===== src/hdl/srhpe_pkg.sv =====
// Shared types, constants and helpers for the slope-run half-period estimator.
package srhpe_pkg;

  localparam int unsigned SAMPLE_W = 16;
  localparam int unsigned RUN_W    = 5;
  localparam int unsigned CFG_W    = 4;
  localparam int unsigned CFG_IDX_W = 4;

  // Configuration register indexes
  localparam logic [CFG_IDX_W-1:0] CFG_RUN_THRESHOLD   = 4'd0;
  localparam logic [CFG_IDX_W-1:0] CFG_AGREE_TOLERANCE = 4'd1;

  localparam logic [CFG_W-1:0] RUN_THRESHOLD_RST   = 4'd3;
  localparam logic [CFG_W-1:0] AGREE_TOLERANCE_RST = 4'd1;

  // Controller states
  typedef enum logic [2:0] {
    ST_IDLE,
    ST_SCAN,
    ST_LOAD,
    ST_DIV,
    ST_DONE
  } srhpe_state_t;

  // Commands from controller to datapath
  typedef struct packed {
    logic step;       // take one sample into the run tracker
    logic scan_init;  // restart the slot scan
    logic scan_step;  // visit one slot
    logic div_init;   // load the divider
    logic div_step;   // one quotient bit
    logic load_out;   // capture the result
    logic clear;      // drop capture state
  } srhpe_cmd_t;

  // Status from datapath to controller
  typedef struct packed {
    logic scan_end;
    logic div_end;
  } srhpe_sts_t;

  // Saturating 5-bit increment
  function automatic logic [RUN_W-1:0] sat_inc5(input logic [RUN_W-1:0] v);
    logic [RUN_W-1:0] res;
    res = (v == {RUN_W{1'b1}}) ? v : v + 1'b1;
    return res;
  endfunction

endpackage


===== src/hdl/srhpe_dp.sv =====
// Datapath: run tracking, slot ring, slot scan, restoring divider, result register.
module srhpe_dp #(
  parameter int unsigned SLOT_COUNT = 10
) (
  input  logic                          clk,
  input  logic                          rst_n,
  input  srhpe_pkg::srhpe_cmd_t         cmd,
  output srhpe_pkg::srhpe_sts_t         sts,
  input  logic [srhpe_pkg::SAMPLE_W-1:0] in_sample,
  input  logic                          cfg_we,
  input  logic [srhpe_pkg::CFG_IDX_W-1:0] cfg_index,
  input  logic [srhpe_pkg::CFG_W-1:0]   cfg_data,
  output logic [srhpe_pkg::SAMPLE_W-1:0] half_period,
  output logic                          found
);
  import srhpe_pkg::*;

  localparam int unsigned PTR_W = (SLOT_COUNT > 1) ? $clog2(SLOT_COUNT) : 1;
  localparam int unsigned CNT_W = (SLOT_COUNT > 1) ? $clog2(SLOT_COUNT) : 1;
  localparam int unsigned SUM_W = SAMPLE_W + CNT_W;
  localparam int unsigned DCNT_W = $clog2(SUM_W + 1);
  localparam logic [PTR_W-1:0] PTR_LAST = PTR_W'(SLOT_COUNT - 1);

  // Configuration registers
  logic [CFG_W-1:0] run_thr_r;
  logic [CFG_W-1:0] agree_tol_r;

  // Capture state
  logic [SAMPLE_W-1:0] prev_sample_r, prev_sample_nxt;
  logic [SAMPLE_W-1:0] sample_idx_r, sample_idx_nxt;
  logic [RUN_W-1:0]    rise_cnt_r, rise_cnt_nxt;
  logic [RUN_W-1:0]    fall_cnt_r, fall_cnt_nxt;
  logic [SAMPLE_W-1:0] peak_idx_r, peak_idx_nxt;
  logic [PTR_W-1:0]    slot_ptr_r, slot_ptr_nxt;
  logic [SAMPLE_W-1:0] slot_data_r [SLOT_COUNT];
  logic [SLOT_COUNT-1:0] slot_vld_r;
  logic                slot_we;
  logic [SAMPLE_W-1:0] slot_dist;
  logic                is_up, is_down;

  // Scan and divider state
  logic [PTR_W-1:0]    scan_j_r;
  logic [SAMPLE_W-1:0] scan_prev_r;
  logic [SUM_W-1:0]    sum_r;
  logic [CNT_W-1:0]    cnt_r;
  logic [SAMPLE_W-1:0] scan_rd;
  logic [SAMPLE_W-1:0] scan_diff;
  logic                scan_qual;
  logic [SUM_W-1:0]    quo_r;
  logic [CNT_W-1:0]    rem_r;
  logic [DCNT_W-1:0]   div_cnt_r;
  logic [CNT_W:0]      trial;
  logic                trial_ge;
  logic [CNT_W:0]      trial_sub;

  logic [SAMPLE_W-1:0] half_r;
  logic                found_r;

  // Hold configuration; unknown indexes are dropped
  always_ff @(posedge clk) begin
    if (!rst_n) begin
      run_thr_r   <= RUN_THRESHOLD_RST;
      agree_tol_r <= AGREE_TOLERANCE_RST;
    end else if (cfg_we) begin
      if (cfg_index == CFG_RUN_THRESHOLD)   run_thr_r   <= cfg_data;
      if (cfg_index == CFG_AGREE_TOLERANCE) agree_tol_r <= cfg_data;
    end
  end

  // Track rise and fall runs, mark peaks and troughs
  always_comb begin
    is_up           = in_sample > prev_sample_r;
    is_down         = in_sample < prev_sample_r;
    rise_cnt_nxt    = rise_cnt_r;
    fall_cnt_nxt    = fall_cnt_r;
    peak_idx_nxt    = peak_idx_r;
    slot_ptr_nxt    = slot_ptr_r;
    slot_we         = 1'b0;
    slot_dist       = sample_idx_r - 16'd1 - peak_idx_r;
    prev_sample_nxt = in_sample;
    if (sample_idx_r != '0) begin
      if (is_up) rise_cnt_nxt = sat_inc5(rise_cnt_r);
      if (is_down && (rise_cnt_r > {1'b0, run_thr_r})) begin
        rise_cnt_nxt = '0;
        peak_idx_nxt = sample_idx_r - 16'd1;
      end
      if (is_down) fall_cnt_nxt = sat_inc5(fall_cnt_r);
      if (is_up && (fall_cnt_r > {1'b0, run_thr_r})) begin
        fall_cnt_nxt = '0;
        slot_we      = 1'b1;
        slot_ptr_nxt = (slot_ptr_r == PTR_LAST) ? '0 : slot_ptr_r + 1'b1;
      end
    end
    sample_idx_nxt = (sample_idx_r == {SAMPLE_W{1'b1}}) ? sample_idx_r
                                                          : sample_idx_r + 1'b1;
  end

  // Advance capture state; clear drops it between captures
  always_ff @(posedge clk) begin
    if (!rst_n || cmd.clear) begin
      prev_sample_r <= '0;
      sample_idx_r  <= '0;
      rise_cnt_r    <= '0;
      fall_cnt_r    <= '0;
      peak_idx_r    <= '0;
      slot_ptr_r    <= '0;
      slot_vld_r    <= '0;
    end else if (cmd.step) begin
      prev_sample_r <= prev_sample_nxt;
      sample_idx_r  <= sample_idx_nxt;
      rise_cnt_r    <= rise_cnt_nxt;
      fall_cnt_r    <= fall_cnt_nxt;
      peak_idx_r    <= peak_idx_nxt;
      slot_ptr_r    <= slot_ptr_nxt;
      if (slot_we) slot_vld_r[slot_ptr_r] <= 1'b1;
    end
  end

  // Slot ring payload
  always_ff @(posedge clk) begin
    if (cmd.step && slot_we) slot_data_r[slot_ptr_r] <= slot_dist;
  end

  // Qualify one slot against the one before it
  always_comb begin
    scan_rd   = slot_vld_r[scan_j_r] ? slot_data_r[scan_j_r] : '0;
    scan_diff = (scan_rd > scan_prev_r) ? scan_rd - scan_prev_r : scan_prev_r - scan_rd;
    scan_qual = (scan_j_r != '0) && (scan_diff <= {{(SAMPLE_W-CFG_W){1'b0}}, agree_tol_r})
                && (scan_rd != '0);
  end

  // Accumulate qualifying slots
  always_ff @(posedge clk) begin
    if (!rst_n || cmd.scan_init) begin
      scan_j_r    <= '0;
      scan_prev_r <= '0;
      sum_r       <= '0;
      cnt_r       <= '0;
    end else if (cmd.scan_step) begin
      scan_j_r    <= scan_j_r + 1'b1;
      scan_prev_r <= scan_rd;
      if (scan_qual) begin
        sum_r <= sum_r + {{CNT_W{1'b0}}, scan_rd};
        cnt_r <= cnt_r + 1'b1;
      end
    end
  end

  // One quotient bit per cycle, restoring
  always_comb begin
    trial     = {rem_r, quo_r[SUM_W-1]};
    trial_ge  = trial >= {1'b0, cnt_r};
    trial_sub = trial - {1'b0, cnt_r};
  end

  always_ff @(posedge clk) begin
    if (!rst_n) begin
      div_cnt_r <= '0;
    end else if (cmd.div_init) begin
      div_cnt_r <= '0;
    end else if (cmd.div_step) begin
      div_cnt_r <= div_cnt_r + 1'b1;
    end
  end

  always_ff @(posedge clk) begin
    if (cmd.div_init) begin
      quo_r <= sum_r;
      rem_r <= '0;
    end else if (cmd.div_step) begin
      quo_r <= {quo_r[SUM_W-2:0], trial_ge};
      rem_r <= trial_ge ? trial_sub[CNT_W-1:0] : trial[CNT_W-1:0];
    end
  end

  // Capture the result
  always_ff @(posedge clk) begin
    if (cmd.load_out) begin
      found_r <= (cnt_r != '0);
      half_r  <= (cnt_r != '0) ? quo_r[SAMPLE_W-1:0] : '0;
    end
  end

  assign sts.scan_end = (scan_j_r == PTR_LAST);
  assign sts.div_end  = (div_cnt_r == DCNT_W'(SUM_W - 1));
  assign half_period  = half_r;
  assign found        = found_r;

  // Qualifying count never exceeds the neighbor pairs
  a_cnt_range: assert property (@(posedge clk) disable iff (!rst_n)
    cnt_r <= CNT_W'(SLOT_COUNT - 1))
    else $error("qualifying slot count out of range");

  // Ring pointer stays inside the ring
  a_ptr_range: assert property (@(posedge clk) disable iff (!rst_n)
    slot_ptr_r <= PTR_LAST)
    else $error("slot pointer out of range");

  // Clear leaves an empty capture behind
  a_clear_empty: assert property (@(posedge clk) disable iff (!rst_n)
    cmd.clear |=> (sample_idx_r == '0) && (slot_vld_r == '0) && (slot_ptr_r == '0))
    else $error("capture state not cleared");

endmodule


===== src/hdl/srhpe_ctrl.sv =====
// Controller: sequences sample intake, slot scan, division and result handoff.
module srhpe_ctrl (
  input  logic                  clk,
  input  logic                  rst_n,
  input  logic                  in_tvalid,
  output logic                  in_tready,
  input  logic                  in_tlast,
  output logic                  out_tvalid,
  input  logic                  out_tready,
  output srhpe_pkg::srhpe_cmd_t cmd,
  input  srhpe_pkg::srhpe_sts_t sts
);
  import srhpe_pkg::*;

  srhpe_state_t state_r, state_nxt;
  logic         out_vld_r, out_vld_nxt;

  // State and output-valid registers
  always_ff @(posedge clk) begin
    if (!rst_n) begin
      state_r   <= ST_IDLE;
      out_vld_r <= 1'b0;
    end else begin
      state_r   <= state_nxt;
      out_vld_r <= out_vld_nxt;
    end
  end

  // Next state and commands
  always_comb begin
    state_nxt   = state_r;
    cmd         = '0;
    in_tready   = 1'b0;
    out_vld_nxt = (out_vld_r && out_tready) ? 1'b0 : out_vld_r;
    case (state_r)
      ST_IDLE: begin
        in_tready = 1'b1;
        if (in_tvalid) begin
          cmd.step = 1'b1;
          if (in_tlast) begin
            cmd.scan_init = 1'b1;
            state_nxt     = ST_SCAN;
          end
        end
      end
      ST_SCAN: begin
        cmd.scan_step = 1'b1;
        if (sts.scan_end) state_nxt = ST_LOAD;
      end
      ST_LOAD: begin
        cmd.div_init = 1'b1;
        state_nxt    = ST_DIV;
      end
      ST_DIV: begin
        cmd.div_step = 1'b1;
        if (sts.div_end) state_nxt = ST_DONE;
      end
      ST_DONE: begin
        // wait until the output register is free
        if (!out_vld_r || out_tready) begin
          cmd.load_out = 1'b1;
          cmd.clear    = 1'b1;
          out_vld_nxt  = 1'b1;
          state_nxt    = ST_IDLE;
        end
      end
      default: begin
        state_nxt = ST_IDLE;
      end
    endcase
  end

  assign out_tvalid = out_vld_r;

endmodule


===== src/hdl/slope_run_half_period_estimator.sv =====
// Top level: slope-run half-period estimator with stream ports and a config write port.
// Samples are taken one per cycle while the block is idle; a sample without the last flag yields no result.
// After the last sample, the slots are scanned one per cycle, then a restoring divider runs one bit
// per cycle; the result is loaded into the output register once that register is free.
// Input is held off from the last transfer until the result is loaded into the output register.
// Synchronous active-low reset clears capture state and loads thresholds 3 and tolerance 1.
module slope_run_half_period_estimator #(
  parameter int unsigned SLOT_COUNT = 10
) (
  input  logic        clk,
  input  logic        rst_n,
  input  logic        in_tvalid,
  output logic        in_tready,
  input  logic [15:0] in_tdata,   // [15:0] sample
  input  logic        in_tlast,
  output logic        out_tvalid,
  input  logic        out_tready,
  output logic [15:0] out_tdata,  // [15:0] half_period
  output logic        out_tuser,  // [0] found
  input  logic        cfg_valid,
  output logic        cfg_ready,
  input  logic [srhpe_pkg::CFG_IDX_W-1:0] cfg_index,
  input  logic [srhpe_pkg::CFG_W-1:0]     cfg_data
);
  import srhpe_pkg::*;

  srhpe_cmd_t cmd;
  srhpe_sts_t sts;

  assign cfg_ready = 1'b1;

  // Sequence the work
  srhpe_ctrl u_ctrl (
    .clk        (clk),
    .rst_n      (rst_n),
    .in_tvalid  (in_tvalid),
    .in_tready  (in_tready),
    .in_tlast   (in_tlast),
    .out_tvalid (out_tvalid),
    .out_tready (out_tready),
    .cmd        (cmd),
    .sts        (sts)
  );

  // Do the arithmetic
  srhpe_dp #(
    .SLOT_COUNT (SLOT_COUNT)
  ) u_dp (
    .clk         (clk),
    .rst_n       (rst_n),
    .cmd         (cmd),
    .sts         (sts),
    .in_sample   (in_tdata),
    .cfg_we      (cfg_valid && cfg_ready),
    .cfg_index   (cfg_index),
    .cfg_data    (cfg_data),
    .half_period (out_tdata),
    .found       (out_tuser)
  );

endmodule


===== config.mk =====
export PLATFORM = sky130hd
export DESIGN_NAME = slope_run_half_period_estimator
export DESIGN_NICKNAME = d
export VERILOG_FILES = /design/src/hdl/srhpe_pkg.sv /design/src/hdl/srhpe_dp.sv /design/src/hdl/srhpe_ctrl.sv /design/src/hdl/slope_run_half_period_estimator.sv
export SDC_FILE = /design/constraint.sdc
export NUM_CORES = 1
export LEC_CHECK = 0
export BUFFER_PORTS_ARGS = -buffer_cell sky130_fd_sc_hd__buf_2
export CAP_MARGIN = 0
export CORE_UTILIZATION = 55
export CTS_CLUSTER_SIZE = 14
export DETAILED_ROUTE_END_ITERATION = 12
export GPL_ROUTABILITY_DRIVEN = 0
export PLACE_DENSITY = 0.72
export REMOVE_ABC_BUFFERS = 1
export SYNTH_ARGS = -nofsm -noshare
export SYNTH_HDL_FRONTEND = slang
export SYNTH_SLANG_ARGS = --single-unit

===== constraint.sdc =====
create_clock -name clk -period 7.3 [get_ports clk]
set_input_delay 1.46 -clock clk [delete_from_list [all_inputs] [get_ports clk]]
set_output_delay 1.46 -clock clk [all_outputs]
set_load 0.02 [all_outputs]

==> reports/metrics.cfg, run 1 <==
[global_route]
antenna_found_initial=0
grt_max_degree=69
grt_overflow=0
grt.total_usage_pct=25.4
grt_pass1_wl_microns=68400
grt_pass1_vias=13000

[logic_synthesis]
synth-edff-count=197
ys_ff_latch=338
syn_area_sq_um=18500
synthTopCellsByArea=edfxtp_1 32%, dfxtp_1 15%, ha_1 7.3%, mux4_2 6.0%, a21oi_1 3.6%
synth.largest_area_cell=edfxtp_1
synth_top_family_by_area=simple AND/OR/NAND/NOR gates
netlist.area_leader.share_pct=32.0
yosys_warnings=0
ys.flop_type=edfxtp_1
synth_compound_area_share_pct=12.1
syn_area_per_cell_sq_um=10.4
yosys.area_share.simple_pct=16.4
muxShareOfSynthArea_pct=8.57
synth.distinct_cells=84
synthArstFlopShare_pct=0
ys_seq_area_share_pct=47.3
synthXorXnorAreaFrac_pct=3.37
synth_cells=1767
synthAdderAreaFrac_pct=7.79

[routing]
top_layer=met4
antenna_left=0
viasPerCell=6.07
wire_per_inst_microns=18.9
remaining_drc_errors=0
first_pass_iters=7
num_vias=13700
met2_wirelength_microns=20800
drt_iter0_markers=1023
wl_met3_microns=2470
wirelength_microns=42600
wl_met1_microns=17800

[timing]
rsz0062_at_grt=false
relSlewSlack_pct=15.9
hold_viol=0
fin_tns_setup_ns=0
setup-violations-final=0
slew_viol_final=0
timing.final.crit_share_pct=91.7
finalCriticalPeriod_ns=6.70
finalClockSkew_ns=0.0176
max_freq_mhz=149
worst_slew_pin_slew_ns=1.25

[cts]
clockBufferDepth=3
htree_levels=2
cts_resized=0
cts_tree=done
clk_pin_slew_ns=0.06
cts_post_setup_buffers_inserted=0
cts_buffers=37
insertion_delay_ns=0.54
clock_sinks=338
cts_root_buf=clkbuf_16
postCtsHoldBufs=0

[critical_path]
crit_buf_inv=1
path_cells=buf_4 > mux4_2 > mux4_2 > nand2_1 > ha_1 > nand4_2 > or4_4 > o21ai_4 > o21ai_0 > xnor2_1 > ha_1 > a21oi_1 > o21ai_0 > nand2_1 > o2111ai_1 > a2111o_1 > or4_1 > a21oi_1
start_kind=flop
arrival_ns=7.16
criticalPathCategory=reg -> reg
critPathMaxStageDelay_ns=0.95
slowest_stage=dfxtp_2
crit_family=simple AND/OR/NAND/NOR gates
crit_path_end_kind=flop
cp_data_required_time_ns=7.76
critPathMaxFanout=32

[power_and_ir_drop]
combPwrFrac_pct=9.9
power.density_nw_per_um2=236
power_switching_mw=1.13
power_frac_clock_pct=45.5
peakVddDrop_uv=241
leakage_nw=7.49
internal_power_mw=3.71
switching_share_pct=23.4
seqPwrFrac_pct=44.6

[finish]
instances_no_fill=2258
drive_gt1_share_pct=13.0
syn2layout_area_growth_pct=11.3
fillerInstances=2622
fin_nets=1929
seqCellArea_sq_um=8740
multiInputGateArea_sq_um=8980
num_antenna_cells=0

[floorplanning]
rows=66
core-area_sq_um=32800
die_area_sq_um=34300
die_h_microns=185
io_pins=50
die_w_microns=185
start_util_pct=56.3

[placed_design]
place_hpwl_microns=30500
numPortBuffers=48
numPlacedInstances=2190

[outcome]
status=finished clean

[flow_run]
drv_cap=0

[min_path]
hold_class=reg -> reg

final cells by class:
class / instances / area share (%)
multi-input cells: 1226 / 43.7
flip-flops and latches: 338 / 42.5
clock inverters: 25 / 2.22
inverters: 118 / 2.16
well taps: 442 / 2.69
repair buffers: 66 / 1.83
clock buffers: 43 / 4.87
routing by layer:
| layer | up-vias | GRT usage (%) |
|---|---|---|
| met4 | 0 | 9.36 |
| met3 | 98 | 3.28 |
| met5 | - | 0 |
| met1 | 6616 | 32.7 |
| li1 | 6537 | - |
| met2 | 449 | 43.6 |
cells in the mapped netlist (29+ instances only):
cell type  instances
edfxtp_1         197
nor2_1           157
dfxtp_1          141
nand2_1          140
a21oi_1          131
inv_1            118
ha_1             107
o21ai_0           64
clkbuf_1          56
mux4_2            49
nor3_1            46
nand3_1           44
xnor2_1           37
nor2b_1           36
xor2_1            34
nand4_1           29
cell usage in the layout (no fill, tap or decap), drive strengths merged, types with 11 or more instances in the layout:
master / n
edfxtp: 197
nor2: 157
dfxtp: 141
nand2: 140
a21oi: 132
inv: 120
ha: 107
o21ai: 66
buf: 66
mux4: 49
nor3: 46
nand3: 44
clkbuf: 43
xnor2: 37
nor2b: 36
xor2: 34
nand4: 31
nor4: 26
mux2i: 23
nand2b: 22
mux2: 22
a21o: 17
or4: 16
and3: 15
and2: 14
a211oi: 14
o21a: 12
a31oi: 12
bufinv: 12
or3: 12
o22ai: 11
cells by family after synthesis:
logic type,Yosys count
DFF,338
and+or+nand+nor,599
muxes,94
adders and majority gates,112
xor gates and xnor gates,71
AOI/OAI and AO/OA,349
buffers and inverters,203
other,1
worst register-to-register path, cell delays in order (launching register included):
cell and delay (ns):
dfxtp_2 0.95, buf_4 0.37, mux4_2 0.53, mux4_2 0.47
nand2_1 0.19, ha_1 0.49, nand4_2 0.21, or4_4 0.62
o21ai_4 0.21, o21ai_0 0.21, xnor2_1 0.16, ha_1 0.33
a21oi_1 0.15, o21ai_0 0.09, nand2_1 0.08, o2111ai_1 0.18
a2111o_1 0.62, or4_1 0.60, a21oi_1 0.16
power groups by stage:
stage	clock [mW]	combinational (mW)	sequential, mW
2_1_floorplan	0	0.321	2.20
3_3_place_gp	0	0.457	2.20
3_5_place_dp	0	0.476	2.20
4_1_cts	2.24	0.478	2.16
5_1_grt	2.30	0.532	2.16
6_report	2.21	0.478	2.16
path summary, 6_finish.rpt:
check | start | to | slack (ns) | cells after the start
worst max-delay path | flop | u_dp.sum_r[12] | 0.60 | 18
worst min-delay path | u_dp.prev_sample_r[13] | u_dp.prev_sample_r[13] | 0.45 | 2
worst max register to register | flop | u_dp.sum_r[12] | 0.60 | 18
worst min register to register | u_dp.prev_sample_r[13] | u_dp.prev_sample_r[13] | 0.45 | 2
stage by stage:
step / hold WS [ns] / instance area (sq um) / util, % / total power, mW / setup slack, ns
final: 0.455 / 20500 / 62.7 / 4.84 / 0.605
after global routing: 0.477 / 20500 / 62.7 / 5.00 / 0.108
after CTS: 0.456 / 20500 / 62.7 / 4.88 / 0.592
after detailed placement: 0.447 / 19100 / 58.2 / 2.68 / 0.601
after global placement: 0.439 / 19100 / 58.2 / 2.66 / 0.829
after floorplan: 0.426 / 18100 / - / 2.52 / 0.600
state kept, by name, summed over array words and instances (netlist names), 5 cells and up, named ones only:
signal / cells
u_dp.div_cnt_r: 5
u_dp.fall_cnt_r: 5
u_dp.half_period: 16
u_dp.peak_idx_r: 16
u_dp.prev_sample_r: 16
u_dp.quo_r: 20
u_dp.rise_cnt_r: 5
u_dp.sample_idx_r: 16
u_dp.scan_prev_r: 16
u_dp.slot_data_r: 160
u_dp.slot_vld_r: 10
u_dp.sum_r: 20
Note: power is estimated with default switching activity, not from simulation.
==> inputs of run 2 (changes only) <==
- BUFFER_PORTS_ARGS: -buffer_cell sky130_fd_sc_hd__buf_2 -> -buffer_cell sky130_fd_sc_hd__buf_4
==> run 2 against run 1 <==
  * First-iteration DRC count rose by 9.0%
  * Critical path type unchanged
  * Highest routed layer unchanged
  * Final cell count barely moved
  * Die area did not move
  * Clock-buffer cell count rose by 6
==> reports/metrics.cfg, run 2 (same netlist as run 1, synthesis figures left out) <==
[outcome]
status=finished clean  ; unchanged

[routing]
wirelength_microns=42700  ; was 42,600 microns
top_layer=met4  ; unchanged
num_vias=13700  ; about the same
wl_met3_microns=2800  ; was 2470 microns
first_pass_iters=7  ; unchanged
wire_per_inst_microns=18.9  ; about the same
met2_wirelength_microns=20400  ; was 20,800 microns
antenna_left=0  ; unchanged
remaining_drc_errors=0  ; unchanged
drt_iter0_markers=1115  ; was 1,023
viasPerCell=6.06  ; was 6.07
wl_met1_microns=18000  ; was 17,800 microns

[critical_path]
worstRegToRegCells=19  ; was 18
endpoint=u_dp.sum_r[12]  ; unchanged
critPathMaxFanout=56  ; was 32
crit_path_end_kind=flop  ; unchanged
cp_data_required_time_ns=7.74  ; was 7.76 ns
path_cells=buf_4 > mux4_2 > mux4_2 > and2_1 > inv_1 > ha_1 > nand4_1 > or4_4 > o21ai_4 > o21ai_0 > xnor2_1 > ha_1 > a21oi_1 > o21ai_0 > nand2_1 > o2111ai_1 > a2111o_1 > or4_1 > a21oi_1  ; was buf_4 > mux4_2 > mux4_2 > nand2_1 > ha_1 > nand4_2 > or4_4 > o21ai_4 > o21ai_0 > xnor2_1 > ha_1 > a21oi_1 > o21ai_0 > nand2_1 > o2111ai_1 > a2111o_1 > or4_1 > a21oi_1
timing.rr.end=u_dp.sum_r[12]  ; unchanged
criticalPathCategory=reg -> reg  ; unchanged
critPathMaxStageDelay_ns=1.01  ; was 0.95 ns
slowest_stage=dfxtp_2  ; unchanged
r2r_slack_ns=0.70  ; was 0.60 ns
arrival_ns=7.04  ; was 7.16 ns
start_kind=flop  ; unchanged

[cts]
cts_buffers=36  ; was 37
cts_post_setup_buffers_inserted=0  ; unchanged
postCtsHoldBufs=0  ; unchanged
cts_tree=done  ; unchanged
insertion_delay_ns=0.52  ; was 0.54 ns
cts_root_buf=clkbuf_16  ; unchanged
cts_resized=0  ; unchanged
clockBufferDepth=3  ; unchanged
htree_levels=2  ; unchanged
clock_sinks=338  ; unchanged
clk_pin_slew_ns=0.06  ; about the same

[power_and_ir_drop]
power_switching_mw=1.09  ; was 1.13 mW
combPwrFrac_pct=10.8  ; was 9.9%
internal_power_mw=3.37  ; was 3.71 mW
seqPwrFrac_pct=48.4  ; was 44.6%
total_power_mw=4.47  ; was 4.84 mW
leakage_nw=7.41  ; was 7.49 nW
peakVddDrop_uv=182  ; was 241 uV
power.density_nw_per_um2=219  ; was 236 nW/um^2
switching_share_pct=24.5  ; was 23.4%
power_frac_clock_pct=40.8  ; was 45.5%

[finish]
top_regs=u_dp.slot_data_r: 160 flops, u_dp.quo_r: 20 flops, u_dp.sum_r: 20 flops  ; unchanged
largest_register_ffs=160  ; unchanged
fillerInstances=2664  ; was 2,622
multiInputGateArea_sq_um=8970  ; was 8980 sq um
most-common-layout-cells=197 x edfxtp_1, 157 x nor2_1, 139 x nand2_1, 139 x dfxtp_1, 131 x a21oi_1  ; unchanged
seqCellArea_sq_um=8740  ; about the same
layout_commonest_cell=edfxtp_1  ; unchanged
fin_nets=1928  ; was 1,929
num_antenna_cells=0  ; unchanged
drive_gt1_share_pct=12.7  ; was 13.0%
top_register=u_dp.slot_data_r  ; unchanged
syn2layout_area_growth_pct=10.5  ; was 11.3%

[global_route]
grt_max_degree=57  ; was 69
grt_pass1_wl_microns=68500  ; was 68,400 microns
antenna_found_initial=0  ; unchanged
grt_overflow=0  ; unchanged
grt_pass1_vias=12900  ; was 13,000
grt.total_usage_pct=25.5  ; was 25.4%

[timing]
fin_tns_setup_ns=0  ; unchanged
rsz0062_at_grt=false  ; unchanged
hold_ws_ns=0.453  ; was 0.455 ns
max_freq_mhz=151  ; was 149 MHz
finalClockSkew_ns=0.0220  ; was 0.0176 ns
timing.final.crit_share_pct=90.4  ; was 91.7%
relSlewSlack_pct=8.39  ; was 15.9%
worst_slew_pin_slew_ns=1.36  ; was 1.25 ns
setup-violations-final=0  ; unchanged
slew_viol_final=0  ; unchanged
finalCriticalPeriod_ns=6.60  ; was 6.70 ns
hold_viol=0  ; unchanged

[floorplanning]
die_area_sq_um=34300  ; unchanged
io_pins=50  ; unchanged
rows=66  ; unchanged
start_util_pct=56.3  ; unchanged
core-area_sq_um=32800  ; unchanged
die_h_microns=185  ; unchanged
die_w_microns=185  ; unchanged

[placed_design]
place_hpwl_microns=30500  ; about the same
numPortBuffers=48  ; unchanged

[flow_run]
drv_cap=0  ; unchanged

[min_path]
hold_class=reg -> reg  ; unchanged

## run 2: changes by cell type in the layout (fill, tap and decap cells not counted), sizes merged
cell | previous run | this run
clkinvlp | 1 | 2
inv | 120 | 121
bufinv | 12 | 2
clkbuf | 43 | 49
## run 2: power groups by stage
stage	combinational, mW	clock, mW	sequential (mW)
floorplan	0.321	0	2.20
global placement	0.458	0	2.20
detailed placement	0.475	0	2.20
CTS	0.478	1.86	2.16
global route	0.531	1.93	2.16
finish	0.480	1.82	2.16
## run 2: layer usage
| metal | up-vias | GRT usage [%] |
|---|---|---|
| met5 | - | 0 |
| met4 | 0 | 10.1 |
| met3 | 100 | 3.83 |
| met2 | 492 | 42.3 |
| met1 | 6550 | 33.5 |
| li1 | 6540 | - |
## run 2: layout make-up
| cell class | count | share of cell area, % |
|---|---|---|
| clock buffers | 49 | 5.06 |
| clock inverters | 17 | 0.791 |
| inverters | 118 | 2.17 |
| multi-input cells | 1226 | 44.0 |
| flip-flops and latches | 338 | 42.9 |
| well taps | 442 | 2.71 |
| repair buffers | 66 | 2.43 |
## run 2: through the flow
stage               std cells  setup WS (ns)  utilization (%)  instance area (sq um)
floorplan                1682          0.600                -                  18100
global placement         2190          0.756             58.6                  19200
detailed placement       2190          0.610             58.6                  19200
CTS                      2256          0.537             62.2                  20400
global route             2256          0.245             62.2                  20400
finish                   2256          0.697             62.2                  20400
## run 2: how the worst min path moves through the flow
stage                      startpoint                endpoint  slack, ns  cells past startpoint
3_5_place_dp   u_dp.prev_sample_r[15]  u_dp.prev_sample_r[15]       0.45                      2
2_1_floorplan           u_dp.rem_r[3]           u_dp.rem_r[3]       0.43                      2
6_report         u_dp.scan_prev_r[15]    u_dp.scan_prev_r[15]       0.45                      2
5_1_grt        u_dp.prev_sample_r[14]  u_dp.prev_sample_r[14]       0.48                      2
4_1_cts          u_dp.scan_prev_r[15]    u_dp.scan_prev_r[15]       0.46                      2
3_3_place_gp   u_dp.prev_sample_r[15]  u_dp.prev_sample_r[15]       0.44                      2
## run 2: critical path: cells and delay by family, from the launching register on
family	cells	cell delay, ns
AOI/OAI and AO/OA	7	1.66
and+or+nand+nor	5	1.60
DFF	1	1.01
adders and majority gates	2	0.79
muxes	2	0.78
buffers and inverters	2	0.45
xor gates and xnor gates	1	0.17
==> inputs of run 3 (changes only) <==
- GPL_TIMING_DRIVEN: default -> 0
==> run 3 against run 2 <==
  * Total power rose by 3.9%
  * Sequential power barely moved
  * Final area rose by 1.0%
  * Final cell count up 0.31%
  * Flip-flop and latch count is the same
  * Wire length shrank 0.55%
  * First-iteration DRC count shrank 20%
  * Die area did not move
  * Maximum frequency is 3.2% lower
  * Largest cell class unchanged
==> reports/metrics.cfg, run 3 (same netlist as run 1, synthesis figures left out) <==
[outcome]
status=finished clean  ; unchanged

[critical_path]
start_kind=flop  ; unchanged
criticalPathCategory=reg -> reg  ; unchanged
crit_path_end_kind=flop  ; unchanged
cp_data_required_time_ns=7.75  ; was 7.74 ns
arrival_ns=7.27  ; was 7.04 ns
critPathMaxFanout=40  ; was 56

[cts]
clockBufferDepth=3  ; unchanged
cts_buffers=38  ; was 36
cts_post_setup_buffers_inserted=0  ; unchanged
insertion_delay_ns=0.54  ; was 0.52 ns
htree_levels=2  ; unchanged
clock_sinks=338  ; unchanged
clk_pin_slew_ns=0.06  ; about the same
cts_root_buf=clkbuf_16  ; unchanged
postCtsHoldBufs=0  ; unchanged
cts_tree=done  ; unchanged

[timing]
worst_slew_pin_slew_ns=1.24  ; was 1.36 ns
setup-violations-final=0  ; unchanged
setup_slack_ns=0.478  ; was 0.697 ns
max_freq_mhz=147  ; was 151 MHz
timing.final.crit_share_pct=93.4  ; was 90.4%
finalClockSkew_ns=0.0195  ; was 0.0220 ns
rsz0062_at_grt=false  ; unchanged
hold_viol=0  ; unchanged
finalCriticalPeriod_ns=6.82  ; was 6.60 ns
relSlewSlack_pct=16.7  ; was 8.39%
slew_viol_final=0  ; unchanged

[power_and_ir_drop]
peakVddDrop_uv=178  ; was 182 uV
power.density_nw_per_um2=225  ; was 219 nW/um^2
total_power_mw=4.64  ; was 4.47 mW
leakage_nw=7.49  ; was 7.41 nW

[placed_design]
place_hpwl_microns=30300  ; was 30,500 microns
numPortBuffers=48  ; unchanged
place_ws_ns=0.458  ; was 0.610 ns

[routing]
wirelength_microns=42500  ; was 42,700 microns
first_pass_iters=5  ; was 7
drt_iter0_markers=892  ; was 1,115
remaining_drc_errors=0  ; unchanged
wire_per_inst_microns=18.8  ; was 18.9 microns
antenna_left=0  ; unchanged
viasPerCell=5.98  ; was 6.06
num_vias=13500  ; was 13,700

[floorplanning]
core-area_sq_um=32800  ; unchanged
die_area_sq_um=34300  ; unchanged
start_util_pct=56.3  ; unchanged
rows=66  ; unchanged
io_pins=50  ; unchanged
die_w_microns=185  ; unchanged
die_h_microns=185  ; unchanged

[global_route]
grt_overflow=0  ; unchanged
grt_pass1_vias=13100  ; was 12,900
grt_max_degree=47  ; was 57
antenna_found_initial=0  ; unchanged
grt_pass1_wl_microns=68100  ; was 68,500 microns
grt.total_usage_pct=25.3  ; was 25.5%

[finish]
num_antenna_cells=0  ; unchanged
top_regs=u_dp.slot_data_r: 160 flops, u_dp.quo_r: 20 flops, u_dp.sum_r: 20 flops  ; unchanged
largest_register_ffs=160  ; unchanged
drive_gt1_share_pct=13.3  ; was 12.7%
fin_nets=1934  ; was 1,928
top_register=u_dp.slot_data_r  ; unchanged
most-common-layout-cells=197 x edfxtp_1, 157 x nor2_1, 138 x nand2_1, 138 x dfxtp_1, 131 x a21oi_1  ; was 197 x edfxtp_1, 157 x nor2_1, 139 x nand2_1, 139 x dfxtp_1, 131 x a21oi_1
layout_commonest_cell=edfxtp_1  ; unchanged
syn2layout_area_growth_pct=11.6  ; was 10.5%

[min_path]
hold_class=reg -> reg  ; unchanged
hp-start=u_dp.prev_sample_r[11]  ; was u_dp.scan_prev_r[15]

[flow_run]
drv_cap=0  ; unchanged

-- run 3: cell count changes in the layout (fill, tap and decap cells not counted), sizes merged --
cell	previous run	this run
clkinvlp	2	4
clkbuf	49	47
inv	121	120
bufinv	2	6
buf	66	70
-- run 3: timing repair --
action,in CTS,in global routing
hold endpoints to repair,0,0
gates resized for setup,0,1
setup endpoints to repair,0,1
-- run 3: worst max-delay path, cell delays in order (launching register included) --
cell       delay [ns]
dfxtp_2          0.80
buf_12           0.29
mux4_2           0.35
mux4_2           0.47
nand2_1          0.16
ha_1             0.19
inv_1            0.05
fa_1             0.42
a211oi_1         0.24
o211ai_1         0.18
and3_1           0.28
o21ai_4          0.43
o21ai_0          0.21
xnor2_1          0.35
ha_1             0.33
a21oi_1          0.15
o21ai_0          0.09
nand2_1          0.09
o2111ai_1        0.20
a2111o_1         0.65
or4_1            0.62
a21oi_1          0.16
-- run 3: path summary, 6_finish.rpt --
check / endpoint / slack, ns / cells past startpoint
setup / recovery: u_dp.sum_r[12] / 0.48 / 21
hold / removal: u_dp.prev_sample_r[11] / 0.45 / 2
setup reg to reg: u_dp.sum_r[12] / 0.48 / 21
hold reg to reg: u_dp.prev_sample_r[11] / 0.45 / 2
-- run 3: routing by layer --
metal	global-route usage, %	wire length (microns)	vias up
met5	0	0	-
met4	9.69	1400	0
met3	3.91	2350	96
met2	43.7	21000	396
met1	31.7	17800	6497
li1	-	-	6544
-- run 3: cell type report --
cell class / instances / area [sq um]
repair buffers: 70 / 583
flip-flops and latches: 338 / 8740
well taps: 442 / 553
fillers: 2581 / 12200
multi-input cells: 1226 / 8970
clock inverters: 22 / 287
inverters: 118 / 443
clock buffers: 47 / 1020
-- run 3: power breakdown --
part | internal, mW | switching (mW)
registers | 2.14 | 0.0245
logic | 0.159 | 0.320
clock network | 1.21 | 0.780
-- run 3: metrics by stage --
stage / TNS [ns] / instances / area (sq um) / util [%] / hold WS [ns]
floorplan: 0 / 1682 / 18100 / - / 0.426
global placement: -15.79 / 2172 / 19000 / 58.0 / 0.442
detailed placement: 0 / 2194 / 19300 / 58.9 / 0.447
CTS: 0 / 2263 / 20600 / 62.8 / 0.455
global route: 0 / 2263 / 20600 / 62.8 / 0.473
finish: 0 / 2263 / 20600 / 62.8 / 0.453
